==> config.mk <==
export PLATFORM = sky130hd
export DESIGN_NAME = datetime_prefix_matcher
export DESIGN_NICKNAME = d
export VERILOG_FILES = /design/src/sv/dtpm_pkg.sv /design/src/sv/dtpm_step.sv /design/src/sv/datetime_prefix_matcher.sv
export SDC_FILE = /design/constraint.sdc
export NUM_CORES = 1
export LEC_CHECK = 0
export CORE_MARGIN = 2
export CORE_UTILIZATION = 30
export DETAILED_ROUTE_END_ITERATION = 10
export DONT_BUFFER_PORTS = 1
export PLACE_DENSITY = 0.57
export SYNTH_ARGS = -nofsm -noshare
export SYNTH_HDL_FRONTEND = slang
export SYNTH_HIERARCHICAL = 1
export SYNTH_SLANG_ARGS = --single-unit
==> constraint.sdc <==
create_clock -name i_clk -period 2.7 [get_ports i_clk]
set_input_delay 0.54 -clock i_clk [delete_from_list [all_inputs] [get_ports i_clk]]
set_output_delay 0.54 -clock i_clk [all_outputs]
set_load 0.01 [all_outputs]
==> src/sv/dtpm_pkg.sv <==
// Shared constants, phase codes and the parse state type for the date-time prefix matcher.
package dtpm_pkg;

    localparam int LENGTH_BITS = 16;
    localparam int OUT_BITS    = 16;
    localparam int PHASE_BITS  = 4;

    localparam logic [LENGTH_BITS-1:0] LEN_MAX =
        (LENGTH_BITS >= 16) ? LENGTH_BITS'(65535) : LENGTH_BITS'((2 ** LENGTH_BITS) - 1);

    localparam logic [PHASE_BITS-1:0] PH_DATE     = 4'd0;
    localparam logic [PHASE_BITS-1:0] PH_TIME     = 4'd1;
    localparam logic [PHASE_BITS-1:0] PH_AFTER_DT = 4'd2;
    localparam logic [PHASE_BITS-1:0] PH_AFTER_LT = 4'd3;
    localparam logic [PHASE_BITS-1:0] PH_FRAC0_DT = 4'd4;
    localparam logic [PHASE_BITS-1:0] PH_FRAC_DT  = 4'd5;
    localparam logic [PHASE_BITS-1:0] PH_FRAC0_LT = 4'd6;
    localparam logic [PHASE_BITS-1:0] PH_FRAC_LT  = 4'd7;
    localparam logic [PHASE_BITS-1:0] PH_OFF1     = 4'd8;
    localparam logic [PHASE_BITS-1:0] PH_OFF2     = 4'd9;
    localparam logic [PHASE_BITS-1:0] PH_OFF3     = 4'd10;
    localparam logic [PHASE_BITS-1:0] PH_OFF4     = 4'd11;
    localparam logic [PHASE_BITS-1:0] PH_OFF5     = 4'd12;

    localparam logic [7:0] CH_DASH    = 8'h2D;
    localparam logic [7:0] CH_COLON   = 8'h3A;
    localparam logic [7:0] CH_DOT     = 8'h2E;
    localparam logic [7:0] CH_UPPER_T = 8'h54;
    localparam logic [7:0] CH_LOWER_T = 8'h74;
    localparam logic [7:0] CH_UPPER_Z = 8'h5A;
    localparam logic [7:0] CH_LOWER_Z = 8'h7A;
    localparam logic [7:0] CH_PLUS    = 8'h2B;
    localparam logic [7:0] CH_SPACE   = 8'h20;
    localparam logic [7:0] CH_ZERO    = 8'h30;
    localparam logic [7:0] CH_NINE    = 8'h39;

    // date-time positions of interest
    localparam logic [LENGTH_BITS-1:0] DT_LEN   = LENGTH_BITS'(19);
    localparam logic [LENGTH_BITS-1:0] YMD_LEN  = LENGTH_BITS'(10);
    localparam logic [LENGTH_BITS-1:0] LT_LEN   = LENGTH_BITS'(8);
    localparam logic [LENGTH_BITS-1:0] SPLIT_IX = LENGTH_BITS'(2);

    typedef struct packed {
        logic [PHASE_BITS-1:0]  phase;
        logic [LENGTH_BITS-1:0] pos;
        logic [LENGTH_BITS-1:0] acc;
        logic                   fin;
    } t_parse_state;

    localparam t_parse_state PARSE_RESET = '{
        phase: PH_DATE, pos: '0, acc: '0, fin: 1'b0
    };

endpackage

==> src/sv/dtpm_step.sv <==
// Next-state logic of the matcher: one byte against the current parse state.
module dtpm_step (
    input  dtpm_pkg::t_parse_state i_state,
    input  logic [7:0]             i_char,
    output dtpm_pkg::t_parse_state o_state
);

    logic [dtpm_pkg::LENGTH_BITS-1:0] idx;
    logic [dtpm_pkg::LENGTH_BITS-1:0] nxt;
    logic                             dig;
    logic                             zulu;
    logic                             sign;
    logic                             dt_fit;
    logic                             lt_fit;

    assign idx  = i_state.pos;
    assign nxt  = (idx < dtpm_pkg::LEN_MAX) ? idx + 1'b1 : dtpm_pkg::LEN_MAX;
    assign dig  = (i_char inside {[dtpm_pkg::CH_ZERO:dtpm_pkg::CH_NINE]});
    assign zulu = (i_char == dtpm_pkg::CH_UPPER_Z) || (i_char == dtpm_pkg::CH_LOWER_Z);
    assign sign = (i_char == dtpm_pkg::CH_PLUS) || (i_char == dtpm_pkg::CH_DASH);

    // character class of each date-time position; only read below index 19
    always_comb begin
        case (idx[4:0])
            5'd4, 5'd7:   dt_fit = (i_char == dtpm_pkg::CH_DASH);
            5'd10:        dt_fit = (i_char == dtpm_pkg::CH_UPPER_T) ||
                                   (i_char == dtpm_pkg::CH_LOWER_T) ||
                                   (i_char == dtpm_pkg::CH_SPACE);
            5'd13, 5'd16: dt_fit = (i_char == dtpm_pkg::CH_COLON);
            default:      dt_fit = dig;
        endcase
    end

    // standalone time: colons at positions 2 and 5
    always_comb begin
        case (idx[2:0])
            3'd2, 3'd5: lt_fit = (i_char == dtpm_pkg::CH_COLON);
            default:    lt_fit = dig;
        endcase
    end

    always_comb begin
        o_state = i_state;
        if (!i_state.fin) begin
            o_state.pos = nxt;
            case (i_state.phase)
                dtpm_pkg::PH_DATE: begin
                    if (idx >= dtpm_pkg::DT_LEN) begin
                        o_state.fin = 1'b1;
                    end else if (idx == dtpm_pkg::SPLIT_IX && i_char == dtpm_pkg::CH_COLON) begin
                        o_state.phase = dtpm_pkg::PH_TIME;
                    end else if (!dt_fit) begin
                        o_state.fin = 1'b1;
                    end else if (idx == dtpm_pkg::YMD_LEN - 1'b1) begin
                        o_state.acc = dtpm_pkg::YMD_LEN;
                    end else if (idx == dtpm_pkg::DT_LEN - 1'b1) begin
                        o_state.acc   = dtpm_pkg::DT_LEN;
                        o_state.phase = dtpm_pkg::PH_AFTER_DT;
                    end
                end
                dtpm_pkg::PH_TIME: begin
                    if (idx >= dtpm_pkg::LT_LEN || !lt_fit) begin
                        o_state.fin = 1'b1;
                    end else if (idx == dtpm_pkg::LT_LEN - 1'b1) begin
                        o_state.acc   = dtpm_pkg::LT_LEN;
                        o_state.phase = dtpm_pkg::PH_AFTER_LT;
                    end
                end
                dtpm_pkg::PH_AFTER_DT, dtpm_pkg::PH_FRAC_DT: begin
                    if (i_state.phase == dtpm_pkg::PH_AFTER_DT && i_char == dtpm_pkg::CH_DOT) begin
                        o_state.phase = dtpm_pkg::PH_FRAC0_DT;
                    end else if (i_state.phase == dtpm_pkg::PH_FRAC_DT && dig) begin
                        o_state.acc = nxt;
                    end else if (zulu) begin
                        o_state.acc = nxt;
                        o_state.fin = 1'b1;
                    end else if (sign) begin
                        o_state.phase = dtpm_pkg::PH_OFF1;
                    end else begin
                        o_state.fin = 1'b1;
                    end
                end
                dtpm_pkg::PH_AFTER_LT: begin
                    if (i_char == dtpm_pkg::CH_DOT) begin
                        o_state.phase = dtpm_pkg::PH_FRAC0_LT;
                    end else begin
                        o_state.fin = 1'b1;
                    end
                end
                dtpm_pkg::PH_FRAC0_DT, dtpm_pkg::PH_FRAC0_LT, dtpm_pkg::PH_FRAC_LT: begin
                    if (!dig) begin
                        o_state.fin = 1'b1;
                    end else begin
                        o_state.acc   = nxt;
                        o_state.phase = (i_state.phase == dtpm_pkg::PH_FRAC0_DT) ?
                                        dtpm_pkg::PH_FRAC_DT : dtpm_pkg::PH_FRAC_LT;
                    end
                end
                dtpm_pkg::PH_OFF1, dtpm_pkg::PH_OFF2, dtpm_pkg::PH_OFF4: begin
                    if (!dig) begin
                        o_state.fin = 1'b1;
                    end else begin
                        o_state.phase = i_state.phase + 1'b1;
                    end
                end
                dtpm_pkg::PH_OFF3: begin
                    if (i_char != dtpm_pkg::CH_COLON) begin
                        o_state.fin = 1'b1;
                    end else begin
                        o_state.phase = dtpm_pkg::PH_OFF4;
                    end
                end
                dtpm_pkg::PH_OFF5: begin
                    if (dig) begin
                        o_state.acc = nxt;
                    end
                    o_state.fin = 1'b1;
                end
                default: begin
                    o_state.fin = 1'b1;
                end
            endcase
        end
    end

endmodule

==> src/sv/datetime_prefix_matcher.sv <==
// Top level of the streaming date-time prefix matcher.
//
//  channel   dir  tdata                  tlast      tuser
//  s_axis    in   [7:0] char_code        last_char  -
//  m_axis    out  [15:0] match_length    -          -
//
// One byte per cycle unless a last byte waits on a stalled result: a
// byte moves from the input register through the phase decode into the
// parse state, so a transfer can be taken every cycle. The result is
// registered. Reset (synchronous, active low) empties both registers
// and returns the parse state to the start of a string. A stalled
// result blocks only a further last byte; bytes before it keep flowing.
module datetime_prefix_matcher (
    input  logic        i_clk,
    input  logic        i_rst_n,
    input  logic        i_s_axis_tvalid,
    output logic        o_s_axis_tready,
    input  logic [7:0]  i_s_axis_tdata,   // [7:0] char_code
    input  logic        i_s_axis_tlast,
    output logic        o_m_axis_tvalid,
    input  logic        i_m_axis_tready,
    output logic [15:0] o_m_axis_tdata    // [15:0] match_length
);

    dtpm_pkg::t_parse_state r_state;
    dtpm_pkg::t_parse_state n_state;

    logic        r_in_valid;
    logic [7:0]  r_in_char;
    logic        r_in_last;
    logic        r_out_valid;
    logic [dtpm_pkg::OUT_BITS-1:0] r_out_len;
    logic        proceed;

    dtpm_step u_step (
        .i_state (r_state),
        .i_char  (r_in_char),
        .o_state (n_state)
    );

    // a last byte needs room in the result register
    assign proceed = r_in_valid && (!r_in_last || !r_out_valid || i_m_axis_tready);
    assign o_s_axis_tready = !r_in_valid || proceed;
    assign o_m_axis_tvalid = r_out_valid;
    assign o_m_axis_tdata  = r_out_len;

    always_ff @(posedge i_clk) begin
        if (!i_rst_n) begin
            r_in_valid  <= 1'b0;
            r_out_valid <= 1'b0;
            r_state     <= dtpm_pkg::PARSE_RESET;
        end else begin
            if (o_s_axis_tready) begin
                r_in_valid <= i_s_axis_tvalid;
            end
            if (r_out_valid && i_m_axis_tready) begin
                r_out_valid <= 1'b0;
            end
            if (proceed) begin
                if (r_in_last) begin
                    r_state     <= dtpm_pkg::PARSE_RESET;
                    r_out_valid <= 1'b1;
                end else begin
                    r_state <= n_state;
                end
            end
        end
    end

    always_ff @(posedge i_clk) begin
        if (o_s_axis_tready && i_s_axis_tvalid) begin
            r_in_char <= i_s_axis_tdata;
            r_in_last <= i_s_axis_tlast;
        end
        if (proceed && r_in_last) begin
            r_out_len <= dtpm_pkg::OUT_BITS'(n_state.acc);
        end
    end

endmodule

# ---- Yosys cells after proc, flatten, opt, wreduce, memory -nomap -nowiden
# Cells that the tools add are included.
dict set report classes {
  addsub 2
  n_lt_le_gt_ge 5
  eq_ne 47
  muxes 47
  n_reduce_logical 32
}
# operator count
set op_table {}
lappend op_table {{two-way mux 16 bit} 10}
lappend op_table {{two-way mux 37 bit} 2}
lappend op_table {{one-hot mux 16 bit (4 select lines)} 1}
lappend op_table {{two-way mux 4 bit} 15}
lappend op_table {{equality test 8 x 6 -> 1 bit (second input constant)} 5}
lappend op_table {{two-way mux 17 bit} 2}
lappend op_table {{equality test 8 x 7 -> 1 bit (second input constant)} 4}
lappend op_table {{one-hot mux 4 bit (7 select lines)} 1}
lappend op_table {{equality test 4 bit (second input constant)} 5}
lappend op_table {{adder 16 x 1 -> 16 bit (second input constant)} 1}
lappend op_table {{equality test 16 x 2 -> 1 bit (second input constant)} 1}
lappend op_table {{equality test 16 x 3 -> 1 bit (second input constant)} 1}
lappend op_table {{equality test 16 x 4 -> 1 bit (second input constant)} 1}
lappend op_table {{equality test 16 x 5 -> 1 bit (second input constant)} 1}
lappend op_table {{equality test 4 x 3 -> 1 bit (second input constant)} 4}
lappend op_table {{>= comparator 16 x 4 -> 1 bit (second input constant)} 1}
lappend op_table {{>= comparator 16 x 5 -> 1 bit (second input constant)} 1}
lappend op_table {{less-than comparator 16 bit (second input constant)} 1}
lappend op_table {{AND reduction 16 bit} 1}
lappend op_table {{two-way mux 1 bit} 13}
lappend op_table {{inequality test 3 x 2 -> 1 bit (second input constant)} 4}
lappend op_table {{inequality test 4 x 2 -> 1 bit (second input constant)} 3}
lappend op_table {{equality test 5 x 3 -> 1 bit (second input constant)} 2}
lappend op_table {{equality test 5 x 4 -> 1 bit (second input constant)} 2}
lappend op_table {{26 further kinds} 51}
dict set report word_totals {
  reg_bits 64
  wordCells 142
}

# ---- Longest topological paths before layout
# Gate-level depths: netlist of the first run.
dict set report logic_depth {
  depth_word 10
  depth_mapped 11
}

# ---- By module
# The synthesis of the first run kept the hierarchy.
# module n_inst cells_per_inst area_each_um2 seq_area_each_um2
set modules_own_cells {}
lappend modules_own_cells {dtpm_step 1 307 2063.2 0.0}
lappend modules_own_cells {datetime_prefix_matcher 1 120 1976.9 1531.5}

# ---- Worst setup path before layout of the first run
# Ideal clock, no wire load.
dict set report synth_path {
  path_kind {reg-to-reg}
  from {reg r_state[17] (netlist bit)}
  to {reg r_state[10] (netlist bit)}
  setup_time_ns 0.117
  arrival_time_ns 2.427
  required_time_ns 2.583
  path_slack_ns 0.157
  path_stages_with_launch 11
  path_cell_list {dfxtp_1 inv_1 ha_1 mux2i_1 mux2_1 nor4_1 o211ai_1 a21o_1 buf_6 a22o_1 a22o_1}
}
# item line_no
set synth_lines {}
lappend synth_lines {{from (decl)} datetime_prefix_matcher.sv:25} ;# dtpm_pkg::t_parse_state r_state;
lappend synth_lines {{from (signal assigned)} datetime_prefix_matcher.sv:51} ;# r_state <= dtpm_pkg::PARSE_RESET;
lappend synth_lines {{from (signal assigned)} datetime_prefix_matcher.sv:61} ;# r_state <= dtpm_pkg::PARSE_RESET;
lappend synth_lines {{from (signal assigned)} datetime_prefix_matcher.sv:64} ;# r_state <= n_state;

==> results of run 1 <==
## cell usage after synthesis (3+ instances only)
| cell | instances |
|---|---|
| buf_6 | 3 |
| a31oi_1 | 16 |
| a32oi_1 | 3 |
| a22o_1 | 46 |
| edfxtp_1 | 25 |
| xor2_1 | 6 |
| o21ai_0 | 12 |
| mux2i_1 | 6 |
| or2_1 | 3 |
| nand3_1 | 15 |
| ha_1 | 9 |
| inv_1 | 13 |
| nand2_1 | 24 |
| nand2b_1 | 5 |
| o31ai_1 | 6 |
| nor4_1 | 5 |
| nor3b_1 | 6 |
| nor3_1 | 13 |
| xnor2_1 | 5 |
| dfxtp_1 | 39 |
| o2bb2ai_1 | 3 |
| nand4_1 | 9 |
| o211ai_1 | 4 |
| a21oi_1 | 23 |
| nor2_1 | 24 |
| a41oi_1 | 3 |
| clkbuf_1 | 6 |
| o2111ai_1 | 5 |
| buf_2 | 11 |
| buf_4 | 3 |
| and3_1 | 7 |
## flip-flops by register name, indices dropped and copies added, names as in the netlist
name,flops
o_m_axis_tvalid,1
r_in_char,8
r_in_valid,1
r_state,37
r_in_last,1
o_m_axis_tdata,16
## routing by layer
layer / up-vias / wire (um)
li1: 1745 / -
met1: 1711 / 5247
met2: 136 / 4638
met3: 12 / 623
met4: 0 / 152
met5: - / 0
## path summary, 6_finish.rpt
kind,from,to,slack (ns),cells after the start
setup / recovery,r_state[34]$_SDFFE_PN0P_,r_state[12]$_SDFFE_PN0P_,0.12,10
hold / removal,i_s_axis_tdata[1],r_in_char[1]$_DFFE_PP_,0.30,0
setup reg to reg,r_state[34]$_SDFFE_PN0P_,r_state[12]$_SDFFE_PN0P_,0.12,10
hold reg to reg,r_state[4]$_SDFFE_PN0P_,r_state[4]$_SDFFE_PN0P_,0.48,1
## cell families after synthesis
kind of cell	Yosys count	share of synthesized area, %
and+or+nand+nor	144	21.21
muxes	9	2.323
xor gates and xnor gates	11	2.385
AOI/OAI and AO/OA	147	27.47
adders and majority gates	9	2.787
DFF	64	37.91
buffers and inverters	43	5.915
## through the flow
stage                     utilization [%]  cell area (um^2)  power, W  cells  hold WS [ns]
after global routing                36.70              4841  0.002565    644        0.2863
after detailed placement            33.70              4446  0.001206    624        0.4575
after CTS                           36.19              4773  0.002499    640        0.2915
after global placement              33.70              4446  0.001206    624        0.4560
final                               36.70              4841  0.002478    644        0.3023
after floorplan                         -              4040  0.001157    427        0.4369
## what timing repair did
action,CTS,global route
setup buffers,0,4
endpoints found under the setup margin,0,31
hold endpoints to repair,0,0
resized for setup,0,8
## area by class of cell
| class | instances | area [um^2] | share of cell area, % |
|---|---|---|---|
| clock buffers | 9 | 225.2 | 4.652 |
| clock inverters | 7 | 102.6 | 2.119 |
| inverters | 15 | 56.30 | 1.163 |
| multi-input cells | 320 | 2307 | 47.66 |
| flip-flops and latches | 64 | 1531 | 31.64 |
| well taps | 176 | 220.2 | 4.549 |
| repair buffers | 53 | 397.9 | 8.219 |
## critical path, cell delays in order, from the launching register on
cell	delay, ns
dfxtp_1	0.42
inv_1	0.11
buf_4	0.14
ha_1	0.26
buf_4	0.20
o21bai_1	0.16
a32oi_1	0.38
nor2_1	0.18
o211ai_1	0.16
a21bo_1	0.26
a22o_1	0.20
## report_power, final
group	leakage, nW	switching (W)	internal [W]	total [W]
clock	0.157	0.000466	0.000818	0.00128
combinational	1.14	0.0000978	0.0000634	0.000161
sequential	0.572	0.0000160	0.00102	0.00103
## layout by cell type, fill, tap and decap left out, types with 6 or more instances in the layout
cell        n
nor3b_1     6
o31ai_1     6
edfxtp_1   25
nor2_1     24
dfxtp_1    39
a31oi_1    16
buf_4      53
o21ai_0    12
nand2_1    24
nand3_1    15
and3_1      7
a22o_1     46
nand4_1     9
a21oi_1    23
xor2_1      6
nor3_1     11
mux2i_1     6
ha_1        9
clkbuf_16   9
inv_1      13
==> impl_results.md, run 1 <==
- Status: finished clean
- Die X: 120.0 um
- Vias in the first global route: 3380
- Post-synth EDFFs: 25
- Area added between synthesis and finish: 19.82%
- Fill count: 1305
- Total die area: 14410 um^2
- Syn Nets: 449
- Share of layout cells above drive strength 1: 20.73%
- Worst-path maximum fanout: 6
- Met2 usage: 22.37%
- Worst vdd ir: 536.5 uV
- Initial Util: 30.63%
- Via density: 5.596
- CTS max path bufs: 2
- Final count of hold timing violations: 0
- Setup Total Neg Slack: 0 ns
- 1st-iter DRT viols: 311
- Total Nets Final: 485
- First-pass GRT wire length: 17390 um
- Wire per inst: 16.55 um
- Met3 Use GR: 2.994%
- Worst path arrival time: 2.81 ns
- Total grt overflow: 0
- Final min period: 2.584 ns
- Pre-Repair DR Iteration Count: 8
- Setup WS post-layout: 0.1158 ns
- Worst skew pair latency: 0.33 ns
- WL final: 10660 um
- Global routing's busiest layer: met2
- # DRC: 0
- N_diodes: 0
- Initial antenna violation count: 0
- Seq/Total Area, Yosys: 37.91%
- Sink Count: 64
- Worst Tran Pin Value: 0.8357 ns
- I/O pin count: 31
- H-tree depth: 3
- CTS Buf Count: 9
- Hold_buf cts: 0
- Ys flop type: dfxtp_1
- Mapped cell area: 4040 um^2
- Final setup violation count: 0
- Global Route Usage Sum: 14.93%
- Worst relative slew slack: 44.03%
- FF+latch count, synth: 64
- Async S/R FF share, synth: 0%
- Largest net degree at the start of global routing: 38
- Count of pins over their slew limit: 0
- Largest area contributor in the netlist: dfxtp_1
- CP required: 2.92 ns
- Final period util: 95.71%
- CORE AREA: 13190 um^2
- FMAX: 387.0 MHz
- Die Y-Extent: 120.0 um
- Input/output buffers: 0
- Worst setup SP type: flip-flop
- Routed Antenna Nets: 0
- Synth top area share: 19.32%
- CTS tree: built
- Rows: 42
- DP Worst Slack: 0.04384 ns
- Critical Path Sink Type: flip-flop
- DR vias: 3604
- DP HPWL: 7490 um
- Reg clk slew, reported paths: 0.06 ns
- Gp weighted congestion: 0.8715
- Met1 usage: 21.84%
- PD cells: 511.9 nW/um^2
- Synth area leaders: dfxtp_1, edfxtp_1, a22o_1, a21oi_1, ha_1
- Max cap viols: 0
- Syn avg cell area: 9.462 um^2
- Lkg Pwr: 1.864 nW
- Crit Path Category: reg -> reg
- Root Driver: clkbuf_16
- Yosys warnings: 6
- Count of different cell masters after synthesis: 83
- Cells after Synth: 427
- Worst min path class: in -> reg
- Clock skew: 0.007555 ns
No activity file was read; power rests on OpenSTA's default activity.
==> inputs of run 2 (changes only) <==
Settings changed: ABC_AREA set to 1.
==> run 2 against run 1 <==
Compared with the run above: fmax is 6.7% higher; core utilization is 2.7 points lower; hold slack better by 0.0097 ns; sequential share of layout area is 0.93 points higher; global-route usage is 0.59 points lower; cell count is 31% higher; wire length is 1.4% lower; die area is 4.9% higher; sequential cell count stayed put; power is 7.2% lower; count of clock-buffer cells in the layout is 1 higher.
==> impl_results.md, run 2 <==
- Post-synth EDFFs: 25
- Worst setup startpoint: r_state[33]$_SDFFE_PN0P_
- Placed instance count: 829
- CP required: 2.90 ns
- Rows: 43
- Crit Path Category: reg -> reg
- RR Startpoint: r_state[33]$_SDFFE_PN0P_
- Final setup violation count: 0
- Worst vdd ir: 302.3 uV
- Seq/Total Area, Yosys: 36.08%
- CTS Buf Count: 9
- CTS tree: built
- Status: finished clean
- Vias in the first global route: 3452
- Count of different cell masters after synthesis: 34
- Pre-Repair DR Iteration Count: 5
- Syn avg cell area: 6.440 um^2
- Die Y-Extent: 122.9 um
- Met3 Use GR: 2.537%
- Hold path startpoint: i_s_axis_tdata[0]
- PD cells: 488.9 nW/um^2
- Synth top area share: 22.91%
- N_diodes: 0
- Worst relative slew slack: 48.96%
- Finished Cell Area: 4703 um^2
- Sink Count: 64
- I/O pin count: 31
- H-tree depth: 3
- Worst skew pair latency: 0.33 ns
- Initial Util: 30.69%
- CTS max path bufs: 2
- Clock skew: 0.01014 ns
- Final period util: 89.73%
- Root Driver: clkbuf_16
- Commonest non-fill, non-tap cell in the layout: nand2_1
- Commonest non-fill, non-tap cells in the layout: nand2_1, inv_1, nor2_1
- DP HPWL: 7528 um
- Max FFs per register: 37
- Post-layout util: 34.02%
- Worst path arrival time: 2.62 ns
- Post-synth top cells: nand2_1, inv_1, nor2_1
- Met1 usage: 22.45%
- Mapped cell area: 4244 um^2
- Flop2flop setup slack: 0.28 ns
- Total grt overflow: 0
- Worst Tran Pin Value: 0.7628 ns
- Yosys warnings: 6
- Setup WS post-layout: 0.2773 ns
- Worst setup SP type: flip-flop
- Input/output buffers: 0
- Synth area leaders: nand2_1, dfxtp_1, edfxtp_1, a21oi_1, inv_1
- 1st-iter DRT viols: 294
- Cell with the most instances after synthesis: nand2_1
- Total Nets Final: 682
- Largest Register: r_state
- Gp weighted congestion: 0.9101
- Total die area: 15110 um^2
- Postcts setup bufs: 0
- FF+latch count, synth: 64
- Largest area contributor in the netlist: nand2_1
- Die X: 122.9 um
- Critical Path Sink Type: flip-flop
- Setup crit end: r_state[4]$_SDFFE_PN0P_
- Global Route Usage Sum: 14.33%
- Setup Total Neg Slack: 0 ns
- Met2 usage: 19.92%
- Share of layout cells above drive strength 1: 8.120%
- Reg clk slew, reported paths: 0.06 ns
- DP Worst Slack: 0.2064 ns
- FMAX: 412.8 MHz
- Largest net degree at the start of global routing: 39
- # DRC: 0
- Placed cell area: 4419 um^2
- Initial antenna violation count: 0
- Max cap viols: 0
- CORE AREA: 13830 um^2
- Final count of hold timing violations: 0
- Worst-path maximum fanout: 6
- Via density: 4.658
- Final min period: 2.423 ns
- First-pass GRT wire length: 17430 um
- DR vias: 3936
- Syn Nets: 681
- Lkg Pwr: 1.993 nW
- Global routing's busiest layer: met1
- Count of pins over their slew limit: 0
- Reg2reg end: r_state[4]$_SDFFE_PN0P_
- Final std cells w/o fill: 845
- Ys flop type: dfxtp_1
- Worst min path class: in -> reg
- Cells after Synth: 659
- Routed Antenna Nets: 0
- WL final: 10510 um
- Wire per inst: 12.44 um
- Reg2Reg Depth: 14
- Hold_buf cts: 0
- RSZ-0062 raised after global routing: false
- Async S/R FF share, synth: 0%
- Area added between synthesis and finish: 10.82%
-- run 2: final cells by class --
| type | count | area (um^2) |
|---|---|---|
| clock buffers | 10 | 239.0 |
| clock inverters | 6 | 42.54 |
| well taps | 180 | 225.2 |
| multi-input cells | 504 | 2327 |
| inverters | 72 | 270.3 |
| repair buffers | 9 | 67.56 |
| fillers | 1499 | 9124 |
| flip-flops and latches | 64 | 1531 |
-- run 2: timing repair --
action,CTS,global route
gates resized for setup,0,1
hold endpoints to repair,0,0
setup endpoints to repair,0,5
-- run 2: how the worst min path moves through the flow --
stage / end / slack [ns] / cells past startpoint
finish: r_in_char[0]$_DFFE_PP_ / 0.31 / 0
detailed placement: r_state[4]$_SDFFE_PN0P_ / 0.45 / 2
global route: r_in_char[3]$_DFFE_PP_ / 0.29 / 0
CTS: r_in_char[0]$_DFFE_PP_ / 0.30 / 0
global placement: r_state[4]$_SDFFE_PN0P_ / 0.46 / 2
floorplan: r_state[21]$_SDFFE_PN0P_ / 0.44 / 2
-- run 2: report_power, final --
| group | switching (W) | leakage [nW] | total (W) | internal [W] |
|---|---|---|---|---|
| Combinational | 0.000121 | 1.30 | 0.000165 | 0.0000431 |
| Clock | 0.000447 | 0.137 | 0.00110 | 0.000649 |
| Sequential | 0.0000180 | 0.554 | 0.00104 | 0.00102 |
| Total | 0.000586 | 1.99 | 0.00230 | 0.00171 |
-- run 2: cells by family after synthesis --
logic type                 after synthesis  synth area share [%]
buffers and inverters                   91                 9.139
AOI/OAI and AO/OA                       90                 11.76
and+or+nand+nor                        403                 39.95
DFF                                     64                 36.08
adders and majority gates                9                 2.653
xor gates and xnor gates                 2                0.4128
-- run 2: critical path, stage by stage, from the launching register on --
cell and delay [ns]:
dfxtp_1 0.43, inv_1 0.15, ha_1 0.27, nor2_1 0.13, nor2_1 0.07, a21oi_1 0.28, inv_1 0.12, nand2_1 0.13
nand3_1 0.08, nor2_1 0.19, nand3_1 0.11, a21oi_1 0.14, nand2_1 0.08, nand2_1 0.07, a21oi_1 0.06
-- run 2: per-stage QoR --
step / total power (W) / hold WS (ns)
finish: 0.002299 / 0.3120
floorplan: 0.001183 / 0.4376
CTS: 0.002326 / 0.3006
global placement: 0.001227 / 0.4574
detailed placement: 0.001224 / 0.4535
global route: 0.002395 / 0.2920
-- run 2: layer usage --
layer  up-vias  share of wire (%)
li1       2119                  -
met1      1732                 55
met2        76                 41
met3         9                3.5
met4         0                1.1
met5         -                  0
